**src/rtl/usfp_pkg.sv**
```systemverilog
// ----------------------------------------------------------------------------
// usfp_pkg - shared types and constants
// Phase codes, opcode and flash command bytes, and the result word layout
// for the UART-driven SPI flash programmer.
// ----------------------------------------------------------------------------
package usfp_pkg;

  // command frame length, in UART bytes
  localparam int unsigned FrameBytes = 8;
  localparam int unsigned FrameIdxW  = $clog2(FrameBytes);

  // UART opcodes (ASCII)
  localparam logic [7:0] OP_READ    = 8'd114; // 'r'
  localparam logic [7:0] OP_ERASE   = 8'd101; // 'e'
  localparam logic [7:0] OP_PROGRAM = 8'd119; // 'w'
  localparam logic [7:0] OP_FILL    = 8'd98;  // 'b'
  localparam logic [7:0] OP_DONE    = 8'd100; // 'd'

  // UART completion answer
  localparam logic [7:0] ANS_READY  = 8'd114; // 'r'

  // flash command bytes
  localparam logic [7:0] CMD_READ   = 8'h03;
  localparam logic [7:0] CMD_ERASE  = 8'h52;
  localparam logic [7:0] CMD_PROG   = 8'h02;
  localparam logic [7:0] CMD_WREN   = 8'h06;
  localparam logic [7:0] CMD_RDSR   = 8'h05;
  localparam logic [7:0] CMD_DUMMY  = 8'h00;

  // status register bits
  localparam int unsigned SR_BUSY = 0;
  localparam int unsigned SR_WEL  = 1;

  // result destinations
  localparam logic DEST_SPI  = 1'b0;
  localparam logic DEST_UART = 1'b1;

  // input kinds
  localparam logic KIND_UART = 1'b0;
  localparam logic KIND_SPI  = 1'b1;

  typedef enum logic [12:0] {
    PH_IDLE    = 13'b0000000000001,
    PH_FILL    = 13'b0000000000010,
    PH_OPC     = 13'b0000000000100,
    PH_AHI     = 13'b0000000001000,
    PH_AMID    = 13'b0000000010000,
    PH_ALO     = 13'b0000000100000,
    PH_RDATA   = 13'b0000001000000,
    PH_WREN    = 13'b0000010000000,
    PH_STOP    = 13'b0000100000000,
    PH_STVAL   = 13'b0001000000000,
    PH_PDATA   = 13'b0010000000000,
    PH_POLLOP  = 13'b0100000000000,
    PH_POLLVAL = 13'b1000000000000
  } phase_e;

  typedef struct packed {
    logic       dest;
    logic [7:0] data;
    logic       cs_start;
    logic       cs_end;
    logic       last;
  } res_t;

  function automatic res_t mk_spi(logic [7:0] data, logic cs_start, logic cs_end);
    res_t r;
    r.dest     = DEST_SPI;
    r.data     = data;
    r.cs_start = cs_start;
    r.cs_end   = cs_end;
    r.last     = 1'b0;
    return r;
  endfunction

  function automatic res_t mk_uart(logic [7:0] data);
    res_t r;
    r.dest     = DEST_UART;
    r.data     = data;
    r.cs_start = 1'b0;
    r.cs_end   = 1'b0;
    r.last     = 1'b0;
    return r;
  endfunction

endpackage

```
**src/rtl/uart_spi_flash_programmer_unit.sv**
```systemverilog
// ----------------------------------------------------------------------------
// uart_spi_flash_programmer_unit - UART-driven SPI NOR flash sequencer
// Gathers 8-byte command frames from UART bytes and runs read, block erase,
// page fill and page program sequences as a stream of SPI / UART words.
// ----------------------------------------------------------------------------
//
//  channel  | dir | tdata                        | tuser      | tlast
//  s_axis   | in  | [7:0] data                   | kind       | -
//  m_axis   | out | [7:0] data_res, [8] cs_start,| dest       | last
//           |     | [9] cs_end, [15:10] zero     |            |
//
// One input word per cycle while m_axis keeps up. Each accepted word is decoded
// in the cycle it arrives and yields 0, 1 or 2 result words, pushed into a
// 4-deep result queue whose registered head drives m_axis. A read data reply
// yields two words, so a run of those drains slower than it arrives.
// s_axis_tready_o drops only while fewer than 2 slots are free.
// Page data comes from a simple dual-port page memory (fill writes at the
// counter, the read port runs at its next value), so the registered read
// holds the byte at the current counter value.
// Reset (async, active low) returns to idle, empties the queue and marks the
// page memory as unwritten (reads as zero until the first fill byte).
// Stalls on m_axis back up into the queue and then into s_axis.

module uart_spi_flash_programmer_unit #(
  parameter int unsigned PAGE_BYTES = 256
) (
  input  logic        clk_i,
  input  logic        rst_ni,
  // input stream
  input  logic        s_axis_tvalid_i,
  output logic        s_axis_tready_o,
  input  logic [7:0]  s_axis_tdata_i,   // [7:0] data
  input  logic        s_axis_tuser_i,   // [0] kind
  // result stream
  output logic        m_axis_tvalid_o,
  input  logic        m_axis_tready_i,
  output logic [15:0] m_axis_tdata_o,   // [7:0] data_res, [8] cs_start, [9] cs_end
  output logic        m_axis_tuser_o,   // [0] dest
  output logic        m_axis_tlast_o
);

  import usfp_pkg::*;

  localparam int unsigned AW = $clog2(PAGE_BYTES);  // page address bits
  localparam int unsigned CW = AW + 1;              // counter can hold PAGE_BYTES
  localparam logic [CW-1:0] PageLast = CW'(PAGE_BYTES - 1);
  localparam logic [CW-1:0] PageEnd  = CW'(PAGE_BYTES);

  localparam int unsigned QDepth = 4;
  localparam int unsigned QAW    = $clog2(QDepth);

  // --------------------------------------------------------------------------
  // State
  // --------------------------------------------------------------------------
  phase_e              phase_q, phase_d;
  logic [7:0]          frame_q [FrameBytes];
  logic [FrameIdxW-1:0] fidx_q, fidx_d;
  logic [CW-1:0]       bcnt_q, bcnt_d;
  logic [23:0]         rrem_q, rrem_d;
  logic                filled_q;

  // page memory
  logic [7:0]          page_mem [PAGE_BYTES];
  logic [7:0]          page_rd_q;
  logic [7:0]          page_byte;
  logic                mem_we;
  logic                frame_we;

  // result queue
  res_t                q_mem [QDepth];
  logic [QAW-1:0]      q_wptr_q, q_rptr_q;
  logic [QAW:0]        q_cnt_q;

  res_t                res0, res1;
  logic [1:0]          n_res;

  logic                s_hs, m_hs;
  logic                kind;
  logic [7:0]          din;
  logic [7:0]          op;
  logic [23:0]         fcount;
  logic [23:0]         rrem_dec;

  assign kind   = s_axis_tuser_i;
  assign din    = s_axis_tdata_i;
  assign op     = frame_q[0];
  assign fcount = {frame_q[1], frame_q[2], frame_q[3]};
  assign rrem_dec = rrem_q - 24'd1;

  assign s_axis_tready_o = (q_cnt_q <= (QAW+1)'(QDepth - 2));
  assign s_hs = s_axis_tvalid_i & s_axis_tready_o;
  assign m_hs = m_axis_tvalid_o & m_axis_tready_i;

  // unwritten page reads as zero
  assign page_byte = filled_q ? page_rd_q : 8'h00;

  // --------------------------------------------------------------------------
  // Sequencer
  // --------------------------------------------------------------------------
  always_comb begin
    phase_d  = phase_q;
    fidx_d   = fidx_q;
    bcnt_d   = bcnt_q;
    rrem_d   = rrem_q;
    mem_we   = 1'b0;
    frame_we = 1'b0;
    n_res    = 2'd0;
    res0     = '0;
    res1     = '0;

    if (s_hs) begin
      unique case (phase_q)
        PH_IDLE: begin
          if (kind == KIND_UART) begin
            frame_we = 1'b1;
            fidx_d   = fidx_q + 1'b1;
            if (fidx_q == FrameIdxW'(FrameBytes - 1)) begin
              // frame complete; byte 0 already stored
              if (op == OP_READ) begin
                res0 = mk_spi(CMD_READ, 1'b1, 1'b0); n_res = 2'd1;
                phase_d = PH_OPC;
              end else if (op == OP_FILL) begin
                res0 = mk_uart(OP_FILL); n_res = 2'd1;
                bcnt_d  = '0;
                phase_d = PH_FILL;
              end else if (op == OP_ERASE || op == OP_PROGRAM) begin
                res0 = mk_spi(CMD_WREN, 1'b1, 1'b1); n_res = 2'd1;
                phase_d = PH_WREN;
              end
              // 'd' and unknown opcodes: stay idle, no answer
            end
          end
        end

        PH_FILL: begin
          if (kind == KIND_UART) begin
            mem_we = 1'b1;
            if (bcnt_q == PageLast) begin
              bcnt_d  = '0;
              res0 = mk_uart(ANS_READY); n_res = 2'd1;
              phase_d = PH_IDLE;
            end else begin
              bcnt_d = bcnt_q + 1'b1;
            end
          end
        end

        PH_OPC: begin
          if (kind == KIND_SPI) begin
            res0 = mk_spi(frame_q[4], 1'b0, 1'b0); n_res = 2'd1;
            phase_d = PH_AHI;
          end
        end

        PH_AHI: begin
          if (kind == KIND_SPI) begin
            res0 = mk_spi(frame_q[5], 1'b0, 1'b0); n_res = 2'd1;
            phase_d = PH_AMID;
          end
        end

        PH_AMID: begin
          if (kind == KIND_SPI) begin
            // erase and zero-length read end the transaction on the last address byte
            res0 = mk_spi(frame_q[6], 1'b0,
                          (op == OP_READ) ? (fcount == 24'd0) : (op == OP_ERASE));
            n_res = 2'd1;
            phase_d = PH_ALO;
          end
        end

        PH_ALO: begin
          if (kind == KIND_SPI) begin
            if (op == OP_READ) begin
              rrem_d = fcount;
              n_res  = 2'd1;
              if (fcount == 24'd0) begin
                res0 = mk_uart(ANS_READY);
                phase_d = PH_IDLE;
              end else begin
                res0 = mk_spi(CMD_DUMMY, 1'b0, fcount == 24'd1);
                phase_d = PH_RDATA;
              end
            end else if (op == OP_ERASE) begin
              res0 = mk_spi(CMD_RDSR, 1'b1, 1'b0); n_res = 2'd1;
              phase_d = PH_POLLOP;
            end else begin
              // program: first page byte (counter sits at zero here)
              res0 = mk_spi(page_byte, 1'b0, PAGE_BYTES == 1); n_res = 2'd1;
              bcnt_d  = CW'(1);
              phase_d = PH_PDATA;
            end
          end
        end

        PH_RDATA: begin
          if (kind == KIND_SPI) begin
            res0   = mk_uart(din);
            rrem_d = rrem_dec;
            n_res  = 2'd2;
            if (rrem_dec == 24'd0) begin
              res1 = mk_uart(ANS_READY);
              phase_d = PH_IDLE;
            end else begin
              res1 = mk_spi(CMD_DUMMY, 1'b0, rrem_dec == 24'd1);
            end
          end
        end

        PH_WREN: begin
          if (kind == KIND_SPI) begin
            res0 = mk_spi(CMD_RDSR, 1'b1, 1'b0); n_res = 2'd1;
            phase_d = PH_STOP;
          end
        end

        PH_STOP: begin
          if (kind == KIND_SPI) begin
            res0 = mk_spi(CMD_DUMMY, 1'b0, 1'b1); n_res = 2'd1;
            phase_d = PH_STVAL;
          end
        end

        PH_STVAL: begin
          if (kind == KIND_SPI) begin
            n_res = 2'd1;
            if (!din[SR_WEL]) begin
              // write enable refused
              res0 = mk_uart(ANS_READY);
              phase_d = PH_IDLE;
            end else begin
              res0 = mk_spi((op == OP_ERASE) ? CMD_ERASE : CMD_PROG, 1'b1, 1'b0);
              phase_d = PH_OPC;
            end
          end
        end

        PH_PDATA: begin
          if (kind == KIND_SPI) begin
            n_res = 2'd1;
            if (bcnt_q < PageEnd) begin
              res0 = mk_spi(page_byte, 1'b0, bcnt_q == PageLast);
              bcnt_d = bcnt_q + 1'b1;
            end else begin
              bcnt_d = '0;
              res0 = mk_spi(CMD_RDSR, 1'b1, 1'b0);
              phase_d = PH_POLLOP;
            end
          end
        end

        PH_POLLOP: begin
          if (kind == KIND_SPI) begin
            res0 = mk_spi(CMD_DUMMY, 1'b0, 1'b1); n_res = 2'd1;
            phase_d = PH_POLLVAL;
          end
        end

        PH_POLLVAL: begin
          if (kind == KIND_SPI) begin
            n_res = 2'd1;
            if (din[SR_BUSY]) begin
              res0 = mk_spi(CMD_RDSR, 1'b1, 1'b0);
              phase_d = PH_POLLOP;
            end else begin
              res0 = mk_uart(ANS_READY);
              phase_d = PH_IDLE;
            end
          end
        end

        default: phase_d = PH_IDLE;
      endcase
    end

    // tag the final result of this word
    if (n_res == 2'd1) res0.last = 1'b1;
    if (n_res == 2'd2) res1.last = 1'b1;
  end

  // --------------------------------------------------------------------------
  // Control registers
  // --------------------------------------------------------------------------
  always_ff @(posedge clk_i or negedge rst_ni) begin
    if (!rst_ni) begin
      phase_q  <= PH_IDLE;
      fidx_q   <= '0;
      bcnt_q   <= '0;
      rrem_q   <= '0;
      filled_q <= 1'b0;
    end else begin
      phase_q <= phase_d;
      fidx_q  <= fidx_d;
      bcnt_q  <= bcnt_d;
      rrem_q  <= rrem_d;
      if (mem_we) filled_q <= 1'b1;
    end
  end

  // frame bytes; stale contents are always overwritten before use
  always_ff @(posedge clk_i or negedge rst_ni) begin
    if (!rst_ni) begin
      frame_q <= '{default: 8'h00};
    end else if (frame_we) begin
      frame_q[fidx_q] <= din;
    end
  end

  // --------------------------------------------------------------------------
  // Page memory: write during fill, read tracks the next counter value
  // --------------------------------------------------------------------------
  always_ff @(posedge clk_i) begin
    if (mem_we) page_mem[bcnt_q[AW-1:0]] <= din;
    page_rd_q <= page_mem[bcnt_d[AW-1:0]];
  end

  // --------------------------------------------------------------------------
  // Result queue (up to two pushes, one pop per cycle)
  // --------------------------------------------------------------------------
  always_ff @(posedge clk_i) begin
    if (n_res != 2'd0) q_mem[q_wptr_q] <= res0;
    if (n_res == 2'd2) q_mem[q_wptr_q + 1'b1] <= res1;
  end

  always_ff @(posedge clk_i or negedge rst_ni) begin
    if (!rst_ni) begin
      q_wptr_q <= '0;
      q_rptr_q <= '0;
      q_cnt_q  <= '0;
    end else begin
      q_wptr_q <= q_wptr_q + QAW'(n_res);
      if (m_hs) q_rptr_q <= q_rptr_q + 1'b1;
      q_cnt_q  <= q_cnt_q + (QAW+1)'(n_res) - (QAW+1)'(m_hs);
    end
  end

  res_t q_head;
  assign q_head = q_mem[q_rptr_q];

  assign m_axis_tvalid_o = (q_cnt_q != '0);
  assign m_axis_tdata_o  = {6'b000000, q_head.cs_end, q_head.cs_start, q_head.data};
  assign m_axis_tuser_o  = q_head.dest;
  assign m_axis_tlast_o  = q_head.last;

  // --------------------------------------------------------------------------
  // Assertions
  // --------------------------------------------------------------------------
  a_q_bound: assert property (@(posedge clk_i) disable iff (!rst_ni)
    q_cnt_q <= (QAW+1)'(QDepth))
    else $error("result queue overflow");

  a_two_only_rdata: assert property (@(posedge clk_i) disable iff (!rst_ni)
    (n_res == 2'd2) |-> (phase_q == PH_RDATA))
    else $error("two results outside read data phase");

  a_fill_marks: assert property (@(posedge clk_i) disable iff (!rst_ni)
    (s_hs && phase_q == PH_FILL && kind == KIND_UART) |=> filled_q)
    else $error("page not marked written after fill byte");

  a_fill_quiet: assert property (@(posedge clk_i) disable iff (!rst_ni)
    (phase_q == PH_FILL && n_res != 2'd0) |-> (res0.dest == DEST_UART && phase_d == PH_IDLE))
    else $error("unexpected result during fill");

endmodule

```
**config.mk**
```make
export PLATFORM = sky130hd
export DESIGN_NAME = uart_spi_flash_programmer_unit
export DESIGN_NICKNAME = d
export VERILOG_FILES = /design/src/rtl/usfp_pkg.sv /design/src/rtl/uart_spi_flash_programmer_unit.sv
export SDC_FILE = /design/constraint.sdc
export NUM_CORES = 2
export LEC_CHECK = 0
export ABC_AREA = 1
export BUFFER_PORTS_ARGS = -buffer_cell sky130_fd_sc_hd__buf_2
export CAP_MARGIN = 0
export CORE_UTILIZATION = 40
export DETAILED_ROUTE_END_ITERATION = 8
export SYNTH_ARGS = -nofsm -noshare
export SYNTH_HDL_FRONTEND = slang
export SYNTH_SLANG_ARGS = --single-unit
export TNS_END_PERCENT = 50
```
**constraint.sdc**
```tcl
create_clock -name clk_i -period 5 [get_ports clk_i]
set_input_delay 0.25 -clock clk_i [delete_from_list [all_inputs] [get_ports clk_i]]
set_output_delay 0.25 -clock clk_i [all_outputs]
set_load 0.005 [all_outputs]
```
==> results.py <==
metrics = {
    "synthesis": {
        "avgSynthCellArea_sq_um": 10.7,
        "synth_edf_count": 2076,
        "synth_cell_types": 55,
        "synthCells": 9156,
        "ys_seq_area_share_pct": 66.9,
        "synthArstFlopShare_pct": 5.10,
        "synthesis.area_sq_um": 98300,
        "synth-main-ff-cell": "edfxtp_1",
        "ys_warn_count": 0,
        "ys_seq_elements": 2217,
    },
    "worst_setup_path": {
        "startpoint_type": "flop",
        "required_ps": 5840,
        "worstSetupEndpointType": "flop",
        "critPathBufInv": 4,
        "crit_type": "flop to flop",
        "path_max_fanout": 93,
        "crit_slowest_cell": "dfrtp_1",
        "critPathArrivalTime_ps": 5720,
        "reg2reg_from": "bcnt_q[1]",
        "cp-startpoint": "bcnt_q[1]",
        "cpMostUsedCell": "nand2_1",
        "critical_path.max_stage_delay_ps": 370,
        "crit_family": "simple AND/OR/NAND/NOR gates",
        "crit_chain": "ha_1 > inv_1 > nor2_2 > nand3_2 > nand2_1 > nand2_1 > nand2_1 > nand2_1 > inv_2 > nand3_4 > nand2_8 > buf_6 > buf_16 > nand2_1 > nand2_1 > nand2_1 > nand3_1 > nand3_1 > nand3_1 > nand3_1 > nand3_1 > nand3_1 > nand2_1",
    },
    "grt": {
        "grt-ovfl-total": 0,
        "antenna_found_initial": 6,
        "grt_pass1_wl_um": 425000,
        "grt_pass1_vias": 65500,
        "grtUsageTotal_pct": 22.6,
        "grt_max_degree": 170,
    },
    "final_layout": {
        "final_common_cell": "edfxtp_1",
        "areaGrowthSynthToFinish_pct": 11.2,
        "final_cell_mix": "edfxtp_1 (2,076), nand2_1 (2,023), nand3_1 (1,799)",
        "drive_above_1_share_pct": 6.24,
        "final_nets": 9021,
    },
    "detailed_routing": {
        "first_pass_iters": 8,
        "routed_wl_um": 285000,
        "num_vias": 67600,
        "post_drt_wl_per_cell_um": 23.0,
        "detail-route-antenna-nets": 0,
        "drc_errors": 0,
        "initialDrtViolationCount": 7816,
        "drt-vias-per-instance": 5.46,
    },
    "die": {
        "initial_core_util_pct": 40.3,
        "ios": 33,
        "coreArea_sq_um": 244000,
        "die_h_um": 498,
        "fp.dieArea_sq_um": 248000,
        "rows": 181,
        "fp.dieW_um": 498,
    },
    "clocking": {
        "clk_pin_slew_worst_paths_ps": 70,
        "cts_tree": "built",
        "clk_latency_ps": 920,
        "htreeDepth": 4,
        "cts_root_buf": "clkbuf_16",
        "cts_buffer_depth": 3,
        "cts.sinks": 2217,
        "cts_inserted_buffers": 224,
    },
    "timing": {
        "tns_ps": 0,
        "setup_viol": 0,
        "fin_crit_ps": 4880,
        "finClkSkew_ps": 55.0,
        "finalCritPeriodShare_pct": 97.7,
        "drv_slew": 0,
        "worst_slack_ps": 116,
        "rsz0062_at_grt": "false",
        "tightestPinTransition_ps": 1170,
        "hold_viol": 0,
        "slew_headroom_pct": 21.9,
        "max_freq_mhz": 205,
    },
    "power": {
        "total_power_w": 0.0538,
        "p_per_area_nw_per_um2": 492,
        "ir_drop_mv": 0.657,
        "p_leak_nw": 41.1,
    },
    "hold_path": {
        "hold_start": "s_axis_tdata_i[3]",
        "hp-class": "input pin to flop",
    },
    "place": {
        "place_ws_ps": 21.9,
        "port_buffers": 26,
        "gp_congestion": 0.896,
        "dp_hpwl_um": 163000,
    },
    "status": {
        "status": "finished, final reports clean",
    },
    "flow_run": {
        "drv_cap": 0,
    },
}
==> kinds of logic after synthesis <==
kind of cell / count (synthesis) / share of synthesized area (%)
simple gates: 4932 / 23.7
flops: 2217 / 66.9
buf+inv: 1589 / 6.59
compound gates: 378 / 2.37
xor+xnor: 24 / 0.214
fa+ha+maj: 14 / 0.186
other cells: 1 / 0.00382
mux: 1 / 0.0102
==> where the power goes <==
part	leakage [nW]	internal, W	switching, W	total, W
logic	17.2	0.00453	0.0115	0.0160
registers	20.4	0.0206	0.000305	0.0209
clock network	3.56	0.00948	0.00734	0.0168
==> metal layers <==
layer | vias to the layer above | routed length, um | track usage [%]
li1 | 31100 | - | -
met1 | 33300 | 121000 | 31.5
met2 | 2773 | 132000 | 35.7
met3 | 489 | 21200 | 3.47
met4 | 0 | 10300 | 8.32
met5 | - | 0 | 0
==> cell type report <==
| cell class | count | area, sq um |
|---|---|---|
| tap | 3202 | 4010 |
| clock inverter | 148 | 1480 |
| fill | 22400 | 134000 |
| inverter | 1001 | 3780 |
| multi-input combinational | 5358 | 26300 |
| sequential | 2217 | 65700 |
| clock buffer | 268 | 5810 |
| timing repair buffer | 192 | 2200 |
| antenna | 1 | 2.50 |
==> flip-flops by register name, indices dropped and copies added (netlist names) <==
signal,cells
q_rptr_q,2
bcnt_q,9
page_mem,2048
frame_q,24
q_mem,48
op,8
fidx_q,3
rrem_q,24
fcount,24
page_rd_q,8
q_cnt_q,3
phase_q,13
q_wptr_q,2
filled_q,1
==> timing repair <==
item / in CTS / in global routing
pin swaps: 0 / 2
gates resized for setup: 0 / 9
gates cloned: 0 / 3
setup buffers: 3 / 0
endpoints found under the hold margin: 324 / 0
setup endpoints to repair: 1 / 8
hold buffers: 10 / 0
==> path summary, 6_finish.rpt <==
check,slack (ps),end,depth (start not counted)
max,120,page_rd_q[4],23
min,50,page_mem[35][3],1
max reg2reg,120,page_rd_q[4],23
min reg2reg,470,q_mem[3][6],2
max in group asynchronous,3780,frame_q[9],3
min in group asynchronous,60,rrem_q[8],2
==> through the flow <==
step                      instance area (sq um)  util (%)  std cells  hold WS, ps
after global placement                   102000      41.8      12000          456
after detailed placement                 102000      41.8      12000          461
after floorplan                           98300         -       9161        -45.6
final                                    109000      44.8      12400         51.5
after global routing                     109000      44.8      12400         35.3
after CTS                                109000      44.8      12400         8.44
==> cells in the mapped netlist (48+ instances only) <==
cell / number / area share [%]
buf_1: 48 / 0.18
buf_2: 272 / 1.4
clkbuf_1: 224 / 0.86
dfrtp_1: 112 / 2.9
edfxtp_1: 2076 / 63
inv_1: 986 / 3.8
nand2_1: 2039 / 7.8
nand3_1: 1802 / 9.2
nand3b_1: 610 / 4.7
nor2_1: 402 / 1.5
o211ai_1: 116 / 0.89
o21ai_0: 161 / 0.82
Note: power is estimated with default switching activity, not from simulation.
